<file path="config.mk">
export PLATFORM = sky130hd
export DESIGN_NAME = halton_radical_inverse_core
export DESIGN_NICKNAME = d
export VERILOG_FILES = /design/src/hw/rtl/hri_pkg.sv /design/src/hw/rtl/hri_front.sv /design/src/hw/rtl/hri_fifo.sv /design/src/hw/rtl/hri_back.sv /design/src/hw/rtl/halton_radical_inverse_core.sv
export VERILOG_INCLUDE_DIRS = /design/src /design/src/hw/rtl
export SDC_FILE = /design/constraint.sdc
export NUM_CORES = 2
export LEC_CHECK = 0
export ABC_CLOCK_PERIOD_IN_PS = 45100
export BUFFER_PORTS_ARGS = -buffer_cell sky130_fd_sc_hd__buf_4
export CAP_MARGIN = 20
export CORE_UTILIZATION = 56
export DETAILED_ROUTE_END_ITERATION = 12
export PLACE_DENSITY = 0.72
export RECOVER_POWER = 100
export SETUP_SLACK_MARGIN = 0.5
export SLEW_MARGIN = 10
export SYNTH_ARGS = -nofsm -noshare
export SYNTH_HDL_FRONTEND = slang
export SYNTH_HIERARCHICAL = 1
export SYNTH_SLANG_ARGS = --single-unit
</file>
<file path="constraint.sdc">
create_clock -name clk_i -period 45.1 [get_ports clk_i]
set_input_delay 2.255 -clock clk_i [delete_from_list [all_inputs] [get_ports clk_i]]
set_output_delay 2.255 -clock clk_i [all_outputs]
set_load 0.005 [all_outputs]
</file>
<file path="src/hw/rtl/halton_radical_inverse_core_macros.svh">
// ----------------------------------------------------------------------------
// Halton radical inverse core - assertion macros
// Shared concurrent assertion wrappers, clocked on clk_i, off during reset.
// ----------------------------------------------------------------------------
`ifndef HALTON_RADICAL_INVERSE_CORE_MACROS_SVH
`define HALTON_RADICAL_INVERSE_CORE_MACROS_SVH

// same-cycle implication
`define HRI_ASSERT_IMPL(name, ante, cons, msg) \
  name: assert property (@(posedge clk_i) disable iff (!rst_ni) (ante) |-> (cons)) \
    else $error(msg);

// next-cycle implication
`define HRI_ASSERT_NEXT(name, ante, cons, msg) \
  name: assert property (@(posedge clk_i) disable iff (!rst_ni) (ante) |=> (cons)) \
    else $error(msg);

`endif

</file>
<file path="src/hw/rtl/hri_pkg.sv">
// ----------------------------------------------------------------------------
// hri_pkg
// Widths, request/response types and job format of the radical inverse core.
// ----------------------------------------------------------------------------
package hri_pkg;

  localparam int INDEX_BITS = 32;
  localparam int FRAC_BITS  = 32;
  localparam int BASE_BITS  = 8;

  // digit divider consumes one chunk of the index per cycle
  localparam int CHUNK_BITS = 8;
  localparam int NUM_CHUNKS = (INDEX_BITS + CHUNK_BITS - 1) / CHUNK_BITS;
  localparam int PAD_BITS   = NUM_CHUNKS * CHUNK_BITS;
  localparam int CHUNK_W    = (NUM_CHUNKS > 1) ? $clog2(NUM_CHUNKS) : 1;

  // base^digits stays below 2^(INDEX_BITS+BASE_BITS)
  localparam int PROD_BITS  = INDEX_BITS + BASE_BITS;
  localparam int FCNT_W     = $clog2(FRAC_BITS);

  localparam int MIN_BASE   = 2;

  // queue between front and back, power of two
  localparam int FIFO_DEPTH = 2;
  localparam int FIFO_PTR_W = $clog2(FIFO_DEPTH);
  localparam int FIFO_CNT_W = $clog2(FIFO_DEPTH + 1);

  typedef struct packed {
    logic [INDEX_BITS-1:0] sample_index;
    logic [BASE_BITS-1:0]  base;
  } hri_req_t;

  typedef struct packed {
    logic [FRAC_BITS-1:0] fraction;
    logic                 bad_base;
  } hri_rsp_t;

  typedef enum logic [1:0] {
    CLS_RUN,
    CLS_ZERO,
    CLS_BAD
  } hri_cls_e;

  typedef struct packed {
    logic [INDEX_BITS-1:0] sample_index;
    logic [BASE_BITS-1:0]  base;
    logic [CHUNK_W-1:0]    top;   // highest nonzero chunk of the index
    hri_cls_e              cls;
  } hri_job_t;

endpackage

</file>
<file path="src/hw/rtl/hri_front.sv">
// ----------------------------------------------------------------------------
// hri_front
// Request intake: classifies the request and finds the index's top chunk.
// ----------------------------------------------------------------------------
module hri_front (
  input  logic              req_valid_i,
  output logic              req_ready_o,
  input  hri_pkg::hri_req_t req_i,
  input  logic              full_i,
  output logic              push_o,
  output hri_pkg::hri_job_t job_o
);
  import hri_pkg::*;

  logic [PAD_BITS-1:0] idx_pad;
  logic [CHUNK_W-1:0]  top;

  assign idx_pad = PAD_BITS'(req_i.sample_index);

  always_comb begin
    top = '0;
    for (int c = 0; c < NUM_CHUNKS; c++) begin
      if (idx_pad[c*CHUNK_BITS +: CHUNK_BITS] != '0) begin
        top = CHUNK_W'(c);
      end
    end
  end

  always_comb begin
    job_o.sample_index = req_i.sample_index;
    job_o.base         = req_i.base;
    job_o.top          = top;
    if (req_i.base < BASE_BITS'(MIN_BASE)) begin
      job_o.cls = CLS_BAD;
    end else if (req_i.sample_index == '0) begin
      job_o.cls = CLS_ZERO;
    end else begin
      job_o.cls = CLS_RUN;
    end
  end

  assign req_ready_o = !full_i;
  assign push_o      = req_valid_i && !full_i;

endmodule

</file>
<file path="src/hw/rtl/hri_fifo.sv">
// ----------------------------------------------------------------------------
// hri_fifo
// Short job queue between front and back.
// ----------------------------------------------------------------------------
`include "halton_radical_inverse_core_macros.svh"

module hri_fifo (
  input  logic              clk_i,
  input  logic              rst_ni,
  input  logic              push_i,
  input  hri_pkg::hri_job_t job_i,
  output logic              full_o,
  output logic              valid_o,
  input  logic              pop_i,
  output hri_pkg::hri_job_t job_o
);
  import hri_pkg::*;

  hri_job_t                mem_q [FIFO_DEPTH];
  logic [FIFO_PTR_W-1:0]   wr_ptr_q;
  logic [FIFO_PTR_W-1:0]   rd_ptr_q;
  logic [FIFO_CNT_W-1:0]   cnt_q;
  logic                    do_pop;

  assign full_o  = (cnt_q == FIFO_CNT_W'(FIFO_DEPTH));
  assign valid_o = (cnt_q != '0);
  assign job_o   = mem_q[rd_ptr_q];
  assign do_pop  = pop_i && valid_o;

  always_ff @(posedge clk_i or negedge rst_ni) begin
    if (!rst_ni) begin
      wr_ptr_q <= '0;
      rd_ptr_q <= '0;
      cnt_q    <= '0;
    end else begin
      if (push_i) begin
        wr_ptr_q <= wr_ptr_q + 1'b1;
      end
      if (do_pop) begin
        rd_ptr_q <= rd_ptr_q + 1'b1;
      end
      if (push_i && !do_pop) begin
        cnt_q <= cnt_q + 1'b1;
      end else if (do_pop && !push_i) begin
        cnt_q <= cnt_q - 1'b1;
      end
    end
  end

  always_ff @(posedge clk_i) begin
    if (push_i) begin
      mem_q[wr_ptr_q] <= job_i;
    end
  end

  `HRI_ASSERT_IMPL(a_fifo_cnt_bound, 1'b1, cnt_q <= FIFO_CNT_W'(FIFO_DEPTH), "fifo overfilled")
  `HRI_ASSERT_IMPL(a_fifo_no_push_full, full_o, !push_i, "push into full fifo")
  `HRI_ASSERT_NEXT(a_fifo_last_pop, do_pop && !push_i && cnt_q == FIFO_CNT_W'(1), !valid_o, "fifo not empty after last pop")

endmodule

</file>
<file path="src/hw/rtl/hri_back.sv">
// ----------------------------------------------------------------------------
// hri_back
// Digit engine: chunked digit division, mirrored accumulation, final
// fraction division, and the response register.
// ----------------------------------------------------------------------------
`include "halton_radical_inverse_core_macros.svh"

module hri_back (
  input  logic              clk_i,
  input  logic              rst_ni,
  input  logic              job_valid_i,
  output logic              job_ready_o,
  input  hri_pkg::hri_job_t job_i,
  output logic              rsp_valid_o,
  input  logic              rsp_ready_i,
  output hri_pkg::hri_rsp_t rsp_o
);
  import hri_pkg::*;

  typedef enum logic [2:0] {
    ST_IDLE,
    ST_DIG,
    ST_FIN,
    ST_DIV,
    ST_DONE
  } state_e;

  state_e                 state_q;
  hri_cls_e               cls_q;
  logic [BASE_BITS-1:0]   base_q;
  logic [PAD_BITS-1:0]    x_q;      // index, quotient chunks overwrite in place
  logic [CHUNK_W-1:0]     cnt_q;
  logic [CHUNK_W-1:0]     top_q;
  logic                   topz_q;   // quotient chunk at top was zero
  logic [BASE_BITS-1:0]   rem_q;
  logic [BASE_BITS-1:0]   dig_q;
  logic                   pend_q;   // dig_q waits to be folded into r/p
  logic [PROD_BITS-1:0]   r_q;      // mirrored digits, later the remainder
  logic [PROD_BITS-1:0]   p_q;      // base^digits
  logic [FRAC_BITS-1:0]   q_q;
  logic [FCNT_W-1:0]      fcnt_q;
  logic                   out_valid_q;
  hri_rsp_t               out_q;

  logic [BASE_BITS-1:0]   div_rem;
  logic [CHUNK_BITS-1:0]  div_qc;
  logic [CHUNK_W-1:0]     next_top;
  logic [PROD_BITS+BASE_BITS-1:0] r_prod;
  logic [PROD_BITS+BASE_BITS-1:0] p_prod;
  logic [PROD_BITS-1:0]   acc_r;
  logic [PROD_BITS-1:0]   acc_p;
  logic [PROD_BITS:0]     dv_t;
  logic [PROD_BITS:0]     dv_sub;
  logic                   dv_ge;
  logic                   out_load;

  // one chunk of restoring division by the base
  always_comb begin
    logic [BASE_BITS:0]    t;
    logic [BASE_BITS-1:0]  r;
    logic [CHUNK_BITS-1:0] c;
    r = rem_q;
    c = x_q[cnt_q*CHUNK_BITS +: CHUNK_BITS];
    div_qc = '0;
    for (int i = CHUNK_BITS - 1; i >= 0; i--) begin
      t = {r, c[i]};
      if (t >= {1'b0, base_q}) begin
        t = t - {1'b0, base_q};
        div_qc[i] = 1'b1;
      end
      r = t[BASE_BITS-1:0];
    end
    div_rem = r;
  end

  // quotient loses its top chunk only when that chunk came out zero
  assign next_top = (topz_q && top_q != '0) ? top_q - 1'b1 : top_q;

  assign r_prod = r_q * base_q;
  assign p_prod = p_q * base_q;
  assign acc_r  = r_prod[PROD_BITS-1:0] + PROD_BITS'(dig_q);
  assign acc_p  = p_prod[PROD_BITS-1:0];

  // final division, one quotient bit per cycle
  assign dv_t   = {r_q, 1'b0};
  assign dv_ge  = (dv_t >= {1'b0, p_q});
  assign dv_sub = dv_t - {1'b0, p_q};

  // response register takes a new result when empty or draining
  assign out_load = (state_q == ST_DONE) && (!out_valid_q || rsp_ready_i);

  always_ff @(posedge clk_i or negedge rst_ni) begin
    if (!rst_ni) begin
      state_q     <= ST_IDLE;
      pend_q      <= 1'b0;
      out_valid_q <= 1'b0;
    end else begin
      if (out_load) begin
        out_valid_q <= 1'b1;
      end else if (rsp_ready_i) begin
        out_valid_q <= 1'b0;
      end
      pend_q <= (state_q == ST_DIG) && (cnt_q == '0);
      if (pend_q) begin
        r_q <= acc_r;
        p_q <= acc_p;
      end
      case (state_q)
        ST_IDLE: begin
          if (job_valid_i) begin
            cls_q   <= job_i.cls;
            base_q  <= job_i.base;
            x_q     <= PAD_BITS'(job_i.sample_index);
            cnt_q   <= job_i.top;
            top_q   <= job_i.top;
            topz_q  <= 1'b0;
            rem_q   <= '0;
            r_q     <= '0;
            p_q     <= PROD_BITS'(1);
            state_q <= (job_i.cls == CLS_RUN) ? ST_DIG : ST_DONE;
          end
        end
        ST_DIG: begin
          x_q[cnt_q*CHUNK_BITS +: CHUNK_BITS] <= div_qc;
          if (cnt_q == top_q) begin
            topz_q <= (div_qc == '0);
          end
          if (cnt_q == '0) begin
            dig_q  <= div_rem;
            rem_q  <= '0;
            if (top_q == '0 && div_qc == '0) begin
              state_q <= ST_FIN;
            end else begin
              top_q <= next_top;
              cnt_q <= next_top;
            end
          end else begin
            rem_q <= div_rem;
            cnt_q <= cnt_q - 1'b1;
          end
        end
        ST_FIN: begin
          // last digit is folded in this cycle
          q_q     <= '0;
          fcnt_q  <= FCNT_W'(FRAC_BITS - 1);
          state_q <= ST_DIV;
        end
        ST_DIV: begin
          r_q <= dv_ge ? dv_sub[PROD_BITS-1:0] : dv_t[PROD_BITS-1:0];
          q_q <= {q_q[FRAC_BITS-2:0], dv_ge};
          if (fcnt_q == '0) begin
            state_q <= ST_DONE;
          end else begin
            fcnt_q <= fcnt_q - 1'b1;
          end
        end
        ST_DONE: begin
          if (out_load) begin
            out_q.fraction    <= (cls_q == CLS_RUN) ? q_q : '0;
            out_q.bad_base    <= (cls_q == CLS_BAD);
            state_q           <= ST_IDLE;
          end
        end
        default: begin
          state_q <= ST_IDLE;
        end
      endcase
    end
  end

  assign job_ready_o = (state_q == ST_IDLE);
  assign rsp_valid_o = out_valid_q;
  assign rsp_o       = out_q;

  `HRI_ASSERT_IMPL(a_dig_rem_lt_base, state_q == ST_DIG, rem_q < base_q, "digit remainder not below base")
  `HRI_ASSERT_IMPL(a_div_rem_lt_div, state_q == ST_DIV, r_q < p_q, "fraction remainder not below divisor")
  `HRI_ASSERT_IMPL(a_bad_base_zero, out_valid_q && out_q.bad_base, out_q.fraction == '0, "bad base with nonzero fraction")

endmodule

</file>
<file path="src/hw/rtl/halton_radical_inverse_core.sv">
// ----------------------------------------------------------------------------
// Halton radical inverse core
// Returns the radical inverse of a sample index in a given radix as an
// unsigned 0.32 fraction, floor(2^32 * sum of d_k / base^(k+1)), exact and
// truncated. Index 0 gives 0; a base of 0 or 1 gives 0 with bad_base set.
// Each request yields exactly one response, in order. The front classifies
// requests and queues up to two jobs, so requests can still be taken while
// the engine works and while a finished response waits in its output
// register, until the queue is full. A job passes through the queue, then
// the engine's digit states, a fold state and the fraction division states,
// and then the response register. The digit divider handles 8 index bits a
// cycle for each digit, and the final fraction divider one bit a cycle. Bad
// bases and index 0 skip both dividers. The engine works on one request at a
// time and takes no new job until its result is loaded into the response
// register; a response held off by the receiver stalls the engine in its
// done state.
// ----------------------------------------------------------------------------
module halton_radical_inverse_core (
  input  logic              clk_i,
  input  logic              rst_ni,
  input  logic              req_valid_i,
  output logic              req_ready_o,
  input  hri_pkg::hri_req_t req_i,
  output logic              rsp_valid_o,
  input  logic              rsp_ready_i,
  output hri_pkg::hri_rsp_t rsp_o
);
  import hri_pkg::*;

  hri_job_t push_job;
  hri_job_t pop_job;
  logic     push;
  logic     full;
  logic     job_valid;
  logic     job_ready;

  // front: classify (bad base / zero index / run) and find top index chunk
  hri_front u_front (
    .req_valid_i (req_valid_i),
    .req_ready_o (req_ready_o),
    .req_i       (req_i),
    .full_i      (full),
    .push_o      (push),
    .job_o       (push_job)
  );

  // decoupling queue
  hri_fifo u_fifo (
    .clk_i   (clk_i),
    .rst_ni  (rst_ni),
    .push_i  (push),
    .job_i   (push_job),
    .full_o  (full),
    .valid_o (job_valid),
    .pop_i   (job_ready),
    .job_o   (pop_job)
  );

  // back: digit extraction, mirrored fold, fraction divide, response reg
  hri_back u_back (
    .clk_i       (clk_i),
    .rst_ni      (rst_ni),
    .job_valid_i (job_valid),
    .job_ready_o (job_ready),
    .job_i       (pop_job),
    .rsp_valid_o (rsp_valid_o),
    .rsp_ready_i (rsp_ready_i),
    .rsp_o       (rsp_o)
  );

endmodule

</file>
==> results by group <==
Detailed routing
  • Met2 WL post-DR: 41,900 µm
  • Routed vias/inst: 5.77
  • Iter 0 DRT Violations: 2,098
  • Wire per inst: 19.2 µm
  • DRC violations left: 0
  • Post-Route M1 WL: roughly 39,000 µm
  • Total length of routed met3 wires: 5870 µm
  • ANT nets after route: 0
  • DR pass1 iterations: 5
  • Final WL: 90,100 µm
  • Top sig layer: met5
  • Vias after detailed routing: 27,100

Logic synthesis
  • Mapped Area: about 37,000 µm²
  • Synth Instances: 3,861
  • Yosys warning total: 6
  • Syn_nets: 4,568
  • Synth Flop Type: edfxtp_1
  • Yosys reg bits: 310
  • Synth cell types: 86
  • Number of flops mapped to enable cells by yosys: 301
  • Mapped Avg Cell Area: 9.54 µm²
  • Synth top area cells: edfxtp_1 25%, fa_1 23%, ha_1 8.1%
  • Seq/Total Area, Yosys: 0.251
  • Share of the synthesized area in the top cell type: 0.245
  • Largest area contributor in the netlist: edfxtp_1
  • Async S/R FF share, synth: 0.0290

CTS
  • Clk sink count: 310
  • H-tree depth: 2
  • Later-pin clock latency in the skew report: between 500 and 600 ps
  • CTS tree: done
  • Setup bufs post-CTS: 0
  • Root Driver: clkbuf_16
  • Worst-path clk slew: about 70 ps
  • Num CTS Buffers: 36
  • Hold buffer count at CTS: 0
  • Post-CTS sizing: 0
  • CTS Buffer Depth: 3

Place
  • Number of port buffers: 78
  • Gpl congestion: ~0.94
  • Hpwl dp: 68,200 µm

Hold path
  • HP Class: reg -> reg

STA
  • Clock skew: 36.4 ps
  • RSZ-0062 raised after global routing: false
  • Final Max Tran Viols: 495
  • Post-route minimum period: 23,660 ps
  • Slew margin rel.: -1.43
  • Setup TNS: 0 ps
  • Crit share post-route: 0.525
  • Worst Tran Pin Value: 3650 ps
  • F_max: roughly 42 MHz
  • # setup viols final: 0
  • Final hold violations: 0

Flow run
  • MaxCap Viol Count: 12

Global routing
  • Initial antenna violation count: 2
  • GR Util All Layers: 0.276
  • Largest net degree at the start of global routing: 87
  • GRT overflow: 0
  • First-pass GRT wire length: 146,000 µm
  • Vias in the first global route: about 28,000

Setup path
  • Max incr delay on CP: 1400 ps
  • Crit path DAT: around 24,000 ps
  • Startpoint Class: register
  • Worst EP required: around 45,000 ps
  • Critical-path top delay cell: clkbuf_1
  • Crit Path Category: reg -> reg
  • CP max FO: 39
  • Crit. End Element: register
  • CP dominant cell by count: o21ai_0

Floorplanning
  • Starting Density: 0.569
  • Ports: 79
  • Row count: 93
  • Core Region: 64,700 µm²
  • Die Span X: 258 µm
  • Die area: 66,800 µm²
  • Die Ht: between 200 and 300 µm

Layout
  • Layout cells sized above 1: 0.0508
  • Layout area overhead: 5.10%
  • Antenna cell count: 0
  • Final net count: 4,520

Run status
  • Outcome: finished with violations
  • Violated checks: max-capacitance violations, max-slew violations
## layer usage
metal	GRT usage	up-vias
li1	-	12600
met3	0.0365	189
met5	0	-
met4	0.0950	2
met1	0.375	13400
met2	0.456	872
## synth_stat cells, drive strengths merged (5+ instances only)
master and count:
inv 562, nand2 439, fa 424, edfxtp 301
nor2 264, ha 239, and2 226, a21oi 149
o21ai 148, clkbuf 133, xnor2 132, mux2i 105
mux2 68, a21o 63, buf 63, and3 54
xor2 40, nand3 39, nor2b 37, nor3 36
o22ai 34, nand2b 31, o21a 28, nand4 25
a31oi 18, a211oi 17, o211ai 16, nor4 14
o21bai 12, or3 11, a21boi 10, a22o 10
dfrtp 9, o31ai 9, or2 9, a211o 7
a31o 6, a2111oi 5, a22oi 5, o211a 5
## final cells by class
cell class / instances / area (µm²)
well taps: 855 / 1070
fillers: 5630 / 26000
inverters: 564 / 2120
clock inverters: 26 / 369
clock buffers: 38 / 908
flip-flops and latches: 310 / 9270
repair buffers: 110 / 606
multi-input cells: 2791 / 24400
## flip-flops by register name, indices dropped and copies added, names as in the netlist, 32 cells and up
name,cells
u_back/rsp_o,33
u_fifo/mem_q,88
u_back/p_q,40
u_back/q_q,32
u_back/r_q,40
u_back/x_q,32
## stage by stage
stage | util | area [µm²] | hold slack, ps | cells | worst slack [ps]
final | 0.598 | 38700 | 495 | 4694 | 21440
after global routing | 0.598 | 38700 | 510 | 4694 | 19690
after CTS | 0.604 | 39000 | 487 | 4693 | 24290
after detailed placement | 0.584 | 37800 | 479 | 4629 | 24390
after global placement | 0.584 | 37800 | 474 | 4629 | 24810
after floorplan | - | 36800 | 448 | 3861 | 27930
## cell usage in the layout (no fill, tap or decap), types with 9 or more instances in the layout
master / netlist / final
ha_1: 239 / 239
a21boi_0: 9 / 9
nand2b_1: 31 / 31
clkbuf_16: 0 / 36
o21ai_0: 143 / 144
nor4_1: 8 / 11
nand2_1: 439 / 438
o21a_1: 28 / 28
o22ai_1: 34 / 34
nor3_1: 36 / 36
and2_1: 226 / 196
xor2_1: 40 / 40
buf_4: 40 / 18
a211oi_1: 16 / 17
o31ai_1: 9 / 9
inv_1: 561 / 561
mux2_2: 28 / 26
clkbuf_1: 132 / 64
and3_1: 53 / 53
mux2_4: 40 / 29
a22o_1: 10 / 10
mux2_1: 0 / 13
nor2_1: 264 / 263
o21bai_1: 12 / 12
edfxtp_1: 301 / 301
xnor2_1: 132 / 132
a21oi_1: 148 / 149
fa_1: 424 / 424
a31oi_1: 18 / 18
clkbuf_4: 0 / 29
nor2b_1: 37 / 37
o211ai_1: 16 / 16
a21o_1: 63 / 63
nand4_1: 25 / 25
and2_0: 0 / 30
nand3_1: 37 / 37
or3_1: 11 / 11
mux2i_1: 105 / 105
## logic make-up (layout without fill, tap and decap cells)
kind of cell | Yosys count | count (layout) | synth area share
muxes | 176 | 176 | 0.0552
xor gates and xnor gates | 172 | 172 | 0.0409
buffers and inverters | 760 | 738 | 0.0844
AOI/OAI and AO/OA | 579 | 579 | 0.100
adders and majority gates | 663 | 663 | 0.312
and+or+nand+nor | 1201 | 1201 | 0.156
DFF | 310 | 310 | 0.251
## worst max-delay path, delay by kind of cell (launching register included)
kind / cells / cell delay (ps)
AOI/OAI and AO/OA: 44 / 10840
adders and majority gates: 8 / 2800
buffers and inverters: 5 / 2980
DFF: 1 / 320
muxes: 5 / 2060
and+or+nand+nor: 17 / 4380
## worst paths after layout
path,start,endpoint,slack (ps),cells after the start
max,u_back/base_q[4],u_back/top_q[1],21440,79
min,u_fifo/wr_ptr_q,u_fifo/wr_ptr_q,500,1
max reg2reg,u_back/base_q[4],u_back/top_q[1],21440,79
min reg2reg,u_fifo/wr_ptr_q,u_fifo/wr_ptr_q,500,1
max in group asynchronous,rst_ni,u_back/pend_q,41060,1
min in group asynchronous,rst_ni,u_back/state_q[2],2410,1
Power is left out: the tool's default activity adds up to more than one toggle a clock period on the data nets, which glitch-free logic cannot reach.
